==> src/rtl/oorrt_pkg.sv <==
// Shared types and codes for the out-of-order release ring tracker.
package oorrt_pkg;

  localparam int RING_DEPTH = 1024;

  localparam logic [1:0] FN_WRITE   = 2'd0;
  localparam logic [1:0] FN_FETCH   = 2'd1;
  localparam logic [1:0] FN_RELEASE = 2'd2;
  localparam logic [1:0] FN_NOP     = 2'd3;

  localparam logic [1:0] ST_OK    = 2'd0;
  localparam logic [1:0] ST_EMPTY = 2'd1;
  localparam logic [1:0] ST_RANGE = 2'd2;

  localparam logic [1:0] REG_RING_ENTRIES = 2'd0;
  localparam logic [10:0] RING_ENTRIES_RST = 11'd1024;

  typedef struct packed {
    logic [1:0]  func;
    logic [9:0]  slot;
    logic [31:0] event_size;
    logic [47:0] event_offset;
  } in_item_t;

  typedef struct packed {
    logic [1:0]  status;
    logic [9:0]  fetched_ref;
    logic [31:0] fetched_size;
    logic [47:0] fetched_offset;
    logic        release_valid;
    logic [9:0]  release_slot;
    logic [47:0] retired_offset;
    logic [9:0]  fill_count;
    logic [10:0] pending_releases;
  } out_item_t;

  // Classified command handed from front to back
  typedef struct packed {
    logic [1:0]  func;
    logic        in_range;
    logic [9:0]  slot;
    logic [31:0] event_size;
    logic [47:0] event_offset;
  } cmd_t;

endpackage

==> src/rtl/oorrt_front.sv <==
// Front end: accepts items, checks the slot range and queues commands.
module oorrt_front
  import oorrt_pkg::*;
(
  input  logic     clk,
  input  logic     rst,
  input  logic     in_valid,
  output logic     in_stall,
  input  in_item_t in_item,
  input  logic [10:0] ring_n,
  output logic     cmd_valid,
  input  logic     cmd_take,
  output cmd_t     cmd
);

  localparam int QD = 2;

  cmd_t      q [QD];
  logic      wr_ptr;
  logic      rd_ptr;
  logic [1:0] count;
  logic      push;
  logic      pop;
  cmd_t      c_in;

  assign in_stall  = (count == 2'(QD));
  assign push      = in_valid && !in_stall;
  assign pop       = cmd_valid && cmd_take;
  assign cmd_valid = (count != 2'd0);
  assign cmd       = q[rd_ptr];

  always_comb begin
    c_in.func         = in_item.func;
    c_in.slot         = in_item.slot;
    c_in.event_size   = in_item.event_size;
    c_in.event_offset = in_item.event_offset;
    c_in.in_range     = ({1'b0, in_item.slot} < ring_n);
  end

  always_ff @(posedge clk) begin
    if (rst) begin
      wr_ptr <= 1'b0;
      rd_ptr <= 1'b0;
      count  <= 2'd0;
    end else begin
      if (push) begin
        q[wr_ptr] <= c_in;
        wr_ptr    <= ~wr_ptr;
      end
      if (pop) rd_ptr <= ~rd_ptr;
      count <= count + 2'(push) - 2'(pop);
    end
  end

endmodule

==> config.mk <==
export PLATFORM = sky130hd
export DESIGN_NAME = oorrt_front
export DESIGN_NICKNAME = d
export VERILOG_FILES = /design/src/rtl/oorrt_pkg.sv /design/src/rtl/oorrt_front.sv
export SDC_FILE = /design/constraint.sdc
export NUM_CORES = 1
export LEC_CHECK = 0
export BUFFER_PORTS_ARGS = -buffer_cell sky130_fd_sc_hd__buf_2
export CAP_MARGIN = 20
export CORE_MARGIN = 5
export CORE_UTILIZATION = 58
export CTS_BUF_LIST = sky130_fd_sc_hd__clkbuf_8
export DETAILED_ROUTE_END_ITERATION = 12
export GPL_TIMING_DRIVEN = 0
export PLACE_DENSITY_LB_ADDON = 0.2
export REMOVE_ABC_BUFFERS = 1
export SYNTH_ARGS = -nofsm -noshare
export SYNTH_HDL_FRONTEND = slang
export SYNTH_SLANG_ARGS = --single-unit
==> constraint.sdc <==
create_clock -name clk -period 21.6 [get_ports clk]
set_input_delay 1.08 -clock clk [delete_from_list [all_inputs] [get_ports clk]]
set_output_delay 1.08 -clock clk [all_outputs]
set_load 0.01 [all_outputs]
After elaboration in Yosys (flattened, before gate mapping)
Memory sizes are Yosys's and may differ from the RTL's. A register that Yosys moved wholly into a read port is not among the register bits.
Index checks and enable logic that the tools add are counted.

storage, ports and cells
  flip-flop bits (word level) = 4
  RAM bits = 186
  output and inout bits = 95
  word-level logic and storage cells = 19
  memories kept = 1

memories
  name  depth  bits a word  rd ports  clocked after Yosys merged registers in  wr ports  line               text
  q     2      93           1         1                                        1         oorrt_front.sv:18  cmd_t q [QD];

operators by class
  add/sub/neg operators = 2
  $lt $le $gt $ge = 1
  equal/unequal tests = 1
  multiplexer cells = 5
  bitwise gates (word level) = 2
  reductions and logical operators = 4

operators with widths
  cell                                             number
  10-bit by 11-bit < comparator with 1-bit output  1
  1-bit 2-to-1 mux                                 5
  2-bit by 1-bit adder with 2-bit output           1
  2-bit == test (second input constant)            1
  1-bit logical AND                                2
  1-bit inverter                                   2
  2-bit nonzero test                               1
  2-bit by 1-bit subtractor with 2-bit output      1
  1-bit logical NOT                                1

Logic depth before layout (Yosys ltp)
Gate-level depths: netlist of the first run.

  depth in word-level cells = 6
  mapped depth = 8
  mapped depth without buffers = 8

Worst setup path after synthesis of the first run
OpenSTA, ideal clock, no wires.

  path kind = input-to-reg
  start = input port in_valid
  end = memory q[1][0] (netlist bit) (enable)
  library setup time = 680 ps
  data arrival time = 7907 ps
  setup slack = 13013 ps
  stages on the path = 2
  path buffers = 0
  cell sequence = o21ai_2 nor3b_1

between the ends
  longest elaborated chain between the ends = 4

ends and longest elaborated chain
  element                                 line               text
  start: declaration                      oorrt_front.sv:7   input logic in_valid,
  1-bit logical AND                       oorrt_front.sv:27  assign push = in_valid && !in_stall;
  1-bit 2-to-1 mux                        oorrt_front.sv:46  if (push) begin
  1-bit 2-to-1 mux                        oorrt_front.sv:41  if (rst) begin
  1-bit 2-to-1 mux (implied by the code)  oorrt_front.sv:47  q[wr_ptr] <= c_in;
  end: declaration                        oorrt_front.sv:18

No other way between the ends.

==> results of run 1 <==
area by class of cell:
type	count	area [um^2]	share of cell area
clock buffers	17	234	0.0253
clock inverters	14	186	0.0201
inverters	11	41.3	0.00446
multi-input cells	134	1640	0.177
flip-flops and latches	191	5690	0.614
well taps	172	215	0.0232
repair buffers	220	1250	0.135
path summary, 6_finish.rpt:
kind,cells after the start,from,endpoint,slack (ns)
max,3,register,cmd[6],18.24
min,2,rd_ptr,register,0.55
min reg2reg,2,rd_ptr,register,0.55
max reg2reg,7,count[1],q[1][37],19.65
through the flow:
stage,hold WS [ns],util,cells
after global placement,0.508,0.680,709
after detailed placement,0.534,0.700,728
after floorplan,0.494,-,336
after global routing,0.581,0.734,759
final,0.550,0.734,759
after CTS,0.554,0.734,759
power by group:
group | switching [mW] | leakage (nW) | internal [mW]
Sequential | 0.0250 | 1.75 | 0.445
Combinational | 0.107 | 1.72 | 0.136
Clock | 0.112 | 0.238 | 0.134
Total | 0.244 | 3.70 | 0.714
logic make-up after synthesis:
group / synth area share
AOI/OAI and AO/OA: 0.00806
muxes: 0.176
DFF: 0.763
and+or+nand+nor: 0.0111
buffers and inverters: 0.0185
adders and majority gates: 0.0185
xor gates and xnor gates: 0.00571
routing by layer:
metal | vias up | GRT usage | part of all wire
li1 | 1794 | - | -
met4 | 2 | 0.0754 | 0.019
met2 | 134 | 0.319 | 0.51
met1 | 1851 | 0.211 | 0.37
met5 | - | 0 | 0.00072
met3 | 23 | 0.0764 | 0.092
sequential cells by signal (all words and copies together) (netlist names), named ones only:
register	flops
rd_ptr	1
q	186
wr_ptr	1
count	2
cell usage in the layout, fill, tap and decap left out, types with 3 or more instances in the layout:
| cell | count |
|---|---|
| inv_1 | 18 |
| mux2_4 | 70 |
| buf_2 | 201 |
| ha_1 | 11 |
| dfxtp_1 | 4 |
| edfxtp_1 | 186 |
| a21oi_1 | 5 |
| bufinv_16 | 5 |
| buf_6 | 14 |
| mux2_2 | 23 |
| clkbuf_8 | 17 |
| nand2_1 | 3 |
| buf_8 | 4 |
| nor2_1 | 6 |
critical path, cell delays in order, from the launching register on:
cell     delay, ns
dfxtp_4       0.88
buf_16        0.37
mux2_2        0.39
buf_2         0.14
==> impl.org, run 1 <==
** Synthesis
- Yosys attributes the largest share of cell area to edfxtp_1 75%, mux2_4 14%, mux2_2 3.5%.
- Synthesized cell area :: ~0.0075 mm^2
- The most used flip-flop cell after synthesis is edfxtp_1.
- In this run, synthesis produced a sequential element count of 191.
- Mapped Avg Cell Area :: between 20 and 25 um^2
- edfxtp_1 takes more of the synthesized area than any other cell.
- Synth top area share :: 0.749
- Cell with the most instances after synthesis :: edfxtp_1
- Synthesis produced 346 cells.
- The share of the Yosys chip area taken by registers is 0.763.
- Unique cell type count in the Yosys netlist :: 25
- Yosys printed 0 warnings.
- Number of enable-type register cells in the synthesized netlist :: about 190
- Top cell types by occurrence after synthesis :: 186 x edfxtp_1, 70 x mux2_4, 23 x mux2_2, 11 x ha_1, 11 x inv_1
- Proportion of synthesized flip-flops having asynchronous set or reset :: 0

** Detailed routing
- In this run the remaining antenna-violating nets after routing total 0.
- For this run, design rule violations remaining after detail routing come to 0.
- For this block, the initial DRC count from the detailed router was between 200 and 250.
- Via total after detailed routing :: 3804
- After detailed routing, the number of vias per cell comes to 5.01.
- The first TritonRoute pass finished after 4 iterations.
- For this block, the routed nets add up to 13900 um of wire.
- After detailed routing, the average wire length per cell comes to between 15 and 20 um.

** Critical path
- Crit path capture type :: output pin
- Data arrival time at the worst-slack endpoint :: 2.28 ns
- WP data required :: approximately 21 ns
- In this run the worst path has a maximum fanout of 50.
- Critical Setup Path Class :: register to output pin
- Type of origin of the critical path :: register

** Clocking
- Largest buffer count on any clock path :: 2
- Clock Sinks :: between 150 and 200
- The number of gates resized after CTS was 0.
- Root Buffer :: clkbuf_8
- After clock tree synthesis, the setup repair step added 0 buffers.
- At the later pin of the worst-skew pair, clock insertion delay measures roughly 0.45 ns.
- Hold Buf Count CTS :: 0
- After clock tree synthesis, the clock-pin slew on the worst setup and hold paths is ~0.08 ns.
- Number of levels in the clock H-tree :: 4
- TritonCTS built the clock tree.
- Number of clock buffers inserted by TritonCTS :: 17

** GRT
- Final global-route overflow total :: 0
- Number of antenna violations at the first check in global routing :: 1
- All-layer global routing usage :: 0.188
- Entering global routing, the biggest net connects just over 50 pins.
- The via count of the first global-routing pass is around 4000.
- First-pass GRT wire length :: roughly 21000 um

** Timing
- Setup repair after global routing left no endpoint under its margin.
- Endpoints failing hold :: 0
- Slew Limit Fails :: 0
- Fraction of the cycle the final worst path needs :: 0.155
- Final setup viols :: 0
- Subtracting the final worst setup slack from the clock period gives around 3.4 ns.
- For the pin with the worst max-slew slack, the measured transition is just over 0.8 ns.
- Measured against its own limit, the worst slew margin works out to 0.460.
- Minimum setup slack in the final design :: ~18 ns
- Setup TNS :: 0 ns
- Worst clock skew :: between 0.005 and 0.006 ns
- Maximum operating frequency :: slightly below 300 MHz

** Run
- Max Cap Violations :: 0

** Placement
- Final RePlAce weighted congestion :: 0.756
- In this run the tool buffered the top-level ports with about 200 buffer cells.
- OpenSTA, run right after detailed placement, puts the worst setup slack at roughly 19 ns.
- Total placed instance area :: 0.00884 mm^2
- Estimated wirelength of the detail-placed design :: about 10000 um

** Floorplan
- From bottom edge to top edge, the die measures between 100 and 150 um.
- In this run the standard cell core region covers around 0.013 mm^2.
- Starting Density :: 0.591
- Std cell rows :: 41
- Measured along the x axis, the die boundary spans about 120 um.
- Die area :: approximately 0.015 mm^2
- Top-level I/O count :: 202

** Finish
- From synthesis to final layout, the design area changed by 24.2%.
- Fill cells in the final layout number between 800 and 900.
- Summing all non-filler instances in the final layout gives an area of a little over 0.009 mm^2.
- Of the cells placed in the final design, the portion with a size suffix greater than 1 is 0.584.
- 0 antenna diodes ended up in the layout.
- The net count of the finished layout is between 600 and 700.

** Worst hold path
- Hold/Removal Path Class :: register to register

** Pwr
- Across the VDD grid, the largest voltage drop is between 0.09 and 0.1 mV.
- In this run the static leakage power is about 3.7 nW.
- Power Density :: about 100 mW/mm^2
- The design draws between 0.9 and 1 mW.

** Outcome
- Result of the run :: completed
Note: power is estimated with default switching activity, not from simulation.
==> run 2, diff against run 1 <==
CORE_UTILIZATION = 49   (was 58)
clock period = 2.8 ns   (was 21.6 ns; I/O delays follow)
==> run 2 against run 1 <==
Combinational power rose to 8.1 times the previous value. Register-to-register slack got worse by 19 ns. Sequential cell count is the same. Largest cell class unchanged.
==> impl.org, run 2 (same netlist as run 1, synthesis figures left out) <==
** Critical path
- The worst setup path is launched from a register.
- The data arrival time of the critical path was 2.54 ns (+0.26 ns).
- The data required time at the worst endpoint came to 2.96 ns (-17.56 ns).
- In this run the critical register-to-register path is launched from count[1].
- Source of the critical timing path :: count[1]
- Critical Setup Path Class :: register to register
- The worst setup path is captured at a register.
- The biggest fanout along the worst timing path came to 11 (-78%).

** GRT
- The final global-route overflow total came to 0 (unchanged).
- The largest net degree at the start of global routing was 51 (unchanged).
- The via count of the first global-routing pass is 4530 (+10%).
- The number of antenna violations at the first check in global routing was 0 (-1).
- The wire length of the first global-routing pass came to 22800 um (+9.6%).
- The global-route total usage across every layer was 0.166 (-0.0221).

** Pwr
- The final total power was 7.42 mW (+670%).
- The leakage power of the design came to 4.07 nW (+10%).
- Worst IR Drop VDD :: 0.595 mV (+550%)
- Power Density :: 729 mW/mm^2 (+600%)

** Worst hold path
- The min-delay analysis places its worst path in the category input pin to register.
- Hold path startpoint :: cmd_take

** Clocking
- The CTS sink count is 191 (unchanged).
- TritonCTS built the clock tree.
- The cell sitting at the root of the clock tree is a clkbuf_8.
- The clock network latency to the later pin of the worst-skew pair came to 0.44 ns (about the same).
- The post-CTS setup-driven buffer insertion count is 0 (unchanged).
- Largest buffer count on any clock path :: 2 (unchanged)
- The CTS clock-pin slew for the worst setup and hold paths came to 0.09 ns (about the same).
- The number of H-tree levels is 4 (unchanged).
- Number of clock buffers inserted by TritonCTS :: 17 (unchanged)

** Finish
- Diode insertion count for antenna repair :: 0 (unchanged)
- The summed area of non-filler cells in the final layout came to 0.0102 mm^2 (+10%).
- Largest registers :: q x186, count x2
- Register with the most flip-flops :: q
- Post-layout util :: 0.675 (-0.0584)
- Leaving out fill and tap cells, the most frequent cells in the layout are 201 x buf_2, 186 x edfxtp_1, 94 x dlygate4sd3_1.
- Synth-to-Final Area Change :: 36.7%
- Leaving out fill and tap cells, the most frequent cell in the layout is buf_2.
- Fraction of layout cells with a size suffix above 1 :: 0.508 (-0.0763)
- Number of nets at the end of the flow :: 786 (+13%)
- Flip-flop count of the largest register after layout :: 186 (unchanged)

** Placement
- Count of port buffers added during placement :: 201 (unchanged)
- Total placed instance area :: 0.00883 mm^2 (about the same)
- Estimated wirelength of the detail-placed design :: 10100 um (-2.0%)
- Final RePlAce weighted congestion :: 0.704 (-6.9%)

** Floorplan
- Top-level I/O count :: 202 (unchanged)
- Starting Density :: 0.494 (-0.0967)
- Die area :: 0.0178 mm^2 (+17%)
- The width of the die came to 133 um (+8.1%).
- Core Box Area :: 0.0151 mm^2 (+20%)
- Die outline height :: 133 um (+8.1%)
- The number of rows in the core area was 45 (+9.8%).

** Detailed routing
- DR vias/cell :: 4.82 (-3.8%)
- DRC violation total after the first TritonRoute iteration :: 139 (-36%)
- WL per Instance :: 16.8 um (-8.4%)
- Via total after detailed routing :: 4191 (+10%)
- The total wire length was 14600 um (+4.9%).
- DRC errors left :: 0 (unchanged)
- Number of optimization iterations in the first detailed-route pass :: 4 (unchanged)
- The number of nets still failing antenna checks after routing came to 0 (unchanged).

** Outcome
- The flow ran to the end, and the final reports show no timing, DRC or antenna violations.

** Run
- The max-capacitance violation count was 0 (unchanged).

** Timing
- Worst slew margin :: 0.414 (-0.0457)
- Setup TNS :: 0 ns (unchanged)
- Setup repair after global routing left no endpoint under its margin.
- The final count of pins violating max slew is 0 (unchanged).
- Time the worst path needs with I/O delays and setup :: approximately 2.4 ns
- The post-route clock skew was 0.0103 ns (+0.00471 ns).
- Final setup viols :: 0 (unchanged)
- In the finished design, the share of the clock period the worst path needs comes to 0.852.
- The slew at the pin closest to its max-slew limit is 0.874 ns (+0.0638 ns).
- The number of endpoints with negative hold slack in the final report came to 0 (unchanged).
- Static timing analysis puts the maximum clock frequency at ~420 MHz.
- Worst hold slack across all endpoints :: 0.0981 ns (-0.452 ns)
[run 2: cell types whose count changed in the layout (fill, tap and decap cells not counted), sizes merged]
| cell | delta |
|---|---|
| clkinvlp | +1 |
| bufinv | -2 |
| buf | -1 |
| inv | -1 |
| dlygate4sd3 | +94 |
| clkbuf | +2 |
| clkinv | +1 |
[run 2: where the power goes]
group | switching, mW | internal [mW]
Clock | 0.906 | 0.923
Combinational | 0.851 | 1.13
Sequential | 0.188 | 3.43
Total | 1.95 | 5.48
[run 2: layout make-up]
type,instances,area [um^2]
timing repair buffer,313,2170
multi-input combinational,134,1650
sequential,191,5690
fill,1078,4900
clock inverter,13,149
tap,188,235
clock buffer,19,262
inverter,11,41.3
[run 2: routing by layer]
metal,vias up,wire [um],global-route usage
met5,-,0,0
met3,13,1050,0.0544
li1,1989,-,-
met1,2040,6030,0.202
met4,0,164,0.0514
met2,149,7320,0.282
[run 2: stage by stage]
stage | setup WS (ns) | std cells
finish | 0.414 | 869
global route | 0.221 | 869
CTS | 0.136 | 869
detailed placement | 0.160 | 743
global placement | -9.03 | 725
floorplan | -5.12 | 336
[run 2: path summary, 6_finish.rpt]
check,endpoint,slack [ns],cells after the start
setup / recovery,q[1][43],0.41,8
hold / removal,rd_ptr,0.1,4
setup reg to reg,q[1][43],0.41,8
hold reg to reg,rd_ptr,0.57,2
[run 2: critical path, stage by stage (launching register included)]
cell	delay [ns]
dfxtp_1	0.32
inv_1	0.12
o21ai_2	0.13
nor3b_4	0.57
buf_8	0.23
buf_6	0.18
buf_6	0.17
buf_6	0.18
buf_6	0.18
[run 2: timing repair]
item | in CTS | in global routing
endpoints found under the setup margin | 0 | 10
endpoints found under the hold margin | 191 | 0
hold buffers | 94 | 0
gates resized for setup | 0 | 1
==> run 3, diff against run 2 <==
CORE_UTILIZATION = 47   (was 49)
CTS_BUF_LIST = not set   (was sky130_fd_sc_hd__clkbuf_8)
SLEW_MARGIN = 10   (was not set)
==> run 3 against run 2 <==
Combinational power is 6% higher. Setup slack better by 0.15 ns. Global-route usage is 0.15 points higher. Clock skew is 0.0019 ns lower. Worst hold slack worse by 0.021 ns. Die area is 3.9% higher. Highest routed layer unchanged. Sequential power is 2% lower. Fmax is 6.6% higher. Sequential cell count stayed put. Core utilization is 1.2 points lower. Cell count is 3.5% higher.
==> impl.org, run 3 (same netlist as run 1, synthesis figures left out) <==
** Outcome
- Result of the run :: completed

** Timing
- The minimum setup slack in the final design came to 0.561 ns (+0.147 ns).
- The post-route clock skew is 0.00837 ns (-0.00193 ns).
- The minimum period implied by the final worst setup slack came to 2.24 ns (-0.147 ns).
- Setup repair after global routing left no endpoint under its margin.
- Fraction of the cycle the final worst path needs :: 0.800 (-0.0525)
- The number of endpoints with negative hold slack in the final report came to 0 (unchanged).
- Maximum operating frequency :: 447 MHz (+6.6%)
- The slew at the pin closest to its max-slew limit was 0.371 ns (-0.503 ns).
- The final count of negative-setup-slack endpoints came to 0 (unchanged).
- The final count of pins violating max slew came to 0 (unchanged).
- The worst max-slew margin expressed relative to the limit is 0.752 (+0.338).
- The post-route worst hold slack was 0.0769 ns (-0.0211 ns).

** Floorplan
- The number of rows in the core area came to 46 (+2.2%).
- Die outline height :: 136 um (+1.9%)
- The I/O pin total came to 202 (unchanged).
- Core Box Area :: 0.0157 mm^2 (+4.1%)
- The width of the die came to 136 um (+1.9%).
- Starting Density :: 0.475 (-0.0196)
- The die area came to 0.0185 mm^2 (+3.9%).

** Detailed routing
- The DRC marker count from the first detailed-route iteration was 157 (+13%).
- The overall via count from detail_route is 4202 (+0.26%).
- The routed length per instance came to 16.7 um (-0.32%).
- The average via count per standard cell came to 4.67 (-3.1%).
- Detail Route Antenna Nets :: 0 (unchanged)
- The total wire length came to 15000 um (+3.1%).
- The count of TritonRoute iterations in the first routing pass is 4 (unchanged).
- The remaining routing DRC violations was 0 (unchanged).

** Critical path
- The data arrival time of the critical path came to 2.10 ns (-0.44 ns).
- Crit path capture type :: output pin
- Max incr delay on CP :: 0.50 ns (-0.07 ns)
- Top cell by count, worst path :: buf_16
- Type of origin of the critical path :: register
- WP data required :: 2.66 ns (-0.30 ns)
- On the critical path, the stage with the largest delay is an instance of dfxtp_4.
- Worst-path maximum fanout :: 44 (+33)
- Walking the worst path, the cells encountered are buf_16 > buf_16 > mux2_2 > buf_2.
- By startpoint and endpoint, the worst setup path is classified as register to output pin.

** GRT
- Final global-route overflow total :: 0 (unchanged)
- The wire length of the first global-routing pass came to 23500 um (+3.0%).
- The largest net degree at the start of global routing is 45 (-12%).
- The number of antenna violations at the first check in global routing came to 0 (unchanged).
- The via count of the first global-routing pass is 4653 (+2.7%).
- All-layer global routing usage :: 0.167 (+0.00152)

** Clocking
- The number of H-tree levels came to 4 (unchanged).
- Largest buffer count on any clock path :: 2 (unchanged)
- Clock slew seen by the registers of the worst setup and hold paths :: 0.07 ns (-0.02 ns)
- The clock network latency to the later pin of the worst-skew pair was 0.42 ns (-0.02 ns).
- TritonCTS clock tree :: built
- Count of instances resized after the clock tree is built :: 0 (unchanged)
- Number of clock buffers inserted by TritonCTS :: 17 (unchanged)
- The CTS sink count was 191 (unchanged).
- The tree is rooted in a clkbuf_16.

** Placement
- The number of I/O port buffers came to 201 (unchanged).
- Estimated wirelength of the detail-placed design :: 10300 um (+2.5%)
- The final weighted congestion of routability-driven global placement came to 0.714 (+1.5%).
- Worst slack at placement :: 0.806 ns (+0.646 ns)
- The cell area after placement came to 0.00889 mm^2 (+0.67%).

** Finish
- In the final layout, the registers with the most flip-flops are q x186, count x2.
- The number of nets in the final layout was 789 (+0.38%).
- Leading cell types in the layout, fill and taps excluded :: 201 x buf_2, 186 x edfxtp_1, 93 x dlygate4sd3_1
- Diode insertion count for antenna repair :: 0 (unchanged)
- The flip-flop count of the largest register, all copies and words added is 186 (unchanged).
- Layout fillers :: 1097 (+1.8%)
- The register with the most flip-flops in the final layout is q.
- The summed area of non-filler cells in the final layout is 0.0104 mm^2 (+2.3%).
- Compared with the post-synthesis result, the final layout area differs by 39.8%.
- Most common cell after layout, fill and taps aside :: buf_2
- The post-route core utilization is 0.663 (-0.0121).
- Fraction of layout cells with a size suffix above 1 :: 0.511 (+0.00290)

** Pwr
- Worst IR Drop VDD :: 0.387 mV (-35%)
- Total leakage power :: 4.16 nW (+2.2%)
- The final total power came to 8.09 mW (+8.9%).
- The power density over the cells came to 776 mW/mm^2 (+6.5%).

** Worst hold path
- Hold/Removal Path Class :: input pin to register

** Run
- Max Cap Violations :: 0 (unchanged)
run 3: cell types whose count changed in the layout (fill, tap and decap cells not counted), sizes merged:
cell and change:
buf +4, bufinv +1, clkbuf -1, clkinv +5
clkinvlp -1, dlygate4sd3 -1, inv -5
run 3: worst max-delay path, delay by kind of cell (launching register included):
| family | cells | cell delay (ns) |
|---|---|---|
| multiplexers | 1 | 0.37 |
| flip-flops | 1 | 0.50 |
| buffers and inverters | 3 | 0.75 |
run 3: timing repair:
| action | CTS | global route |
|---|---|---|
| hold buffers | 93 | 0 |
| setup buffers | 0 | 0 |
| hold endpoints to repair | 189 | 0 |
run 3: path summary, 6_finish.rpt:
path / from / slack [ns] / endpoint / cells after the start
setup / recovery: register / 0.56 / cmd[3] / 4
setup reg to reg: count[1] / 0.84 / q[1][66] / 7
hold reg to reg: rd_ptr / 0.55 / register / 2
hold / removal: ring_n[10] / 0.08 / q[1][90] / 2
run 3: area by class of cell:
class	instances	area, um^2	area share
Sequential cell	191	5690	0.546
Timing Repair Buffer	316	2180	0.209
Clock inverter	13	169	0.0162
Clock buffer	18	429	0.0412
Inverter	11	41.3	0.00396
Multi-Input combinational cell	134	1640	0.158
Tap cell	216	270	0.0259
run 3: power by group:
part / leakage [nW] / switching (mW) / internal (mW)
Sequential: 1.75 / 0.104 / 3.44
Combinational: 2.12 / 0.951 / 1.14
Clock: 0.296 / 0.976 / 1.48
Total: 4.16 / 2.03 / 6.06
run 3: layer usage:
layer / track usage / wire, um
met4: 0.0538 / 185
met5: 0 / 0
met3: 0.0603 / 1170
met2: 0.289 / 7660
met1: 0.195 / 6010
run 3: per-stage QoR:
stage / TNS [ns] / cells
after floorplan: -1011.04 / 336
after global placement: -1812.56 / 753
after detailed placement: 0 / 775
after CTS: 0 / 899
after global routing: 0 / 899
final: 0 / 899
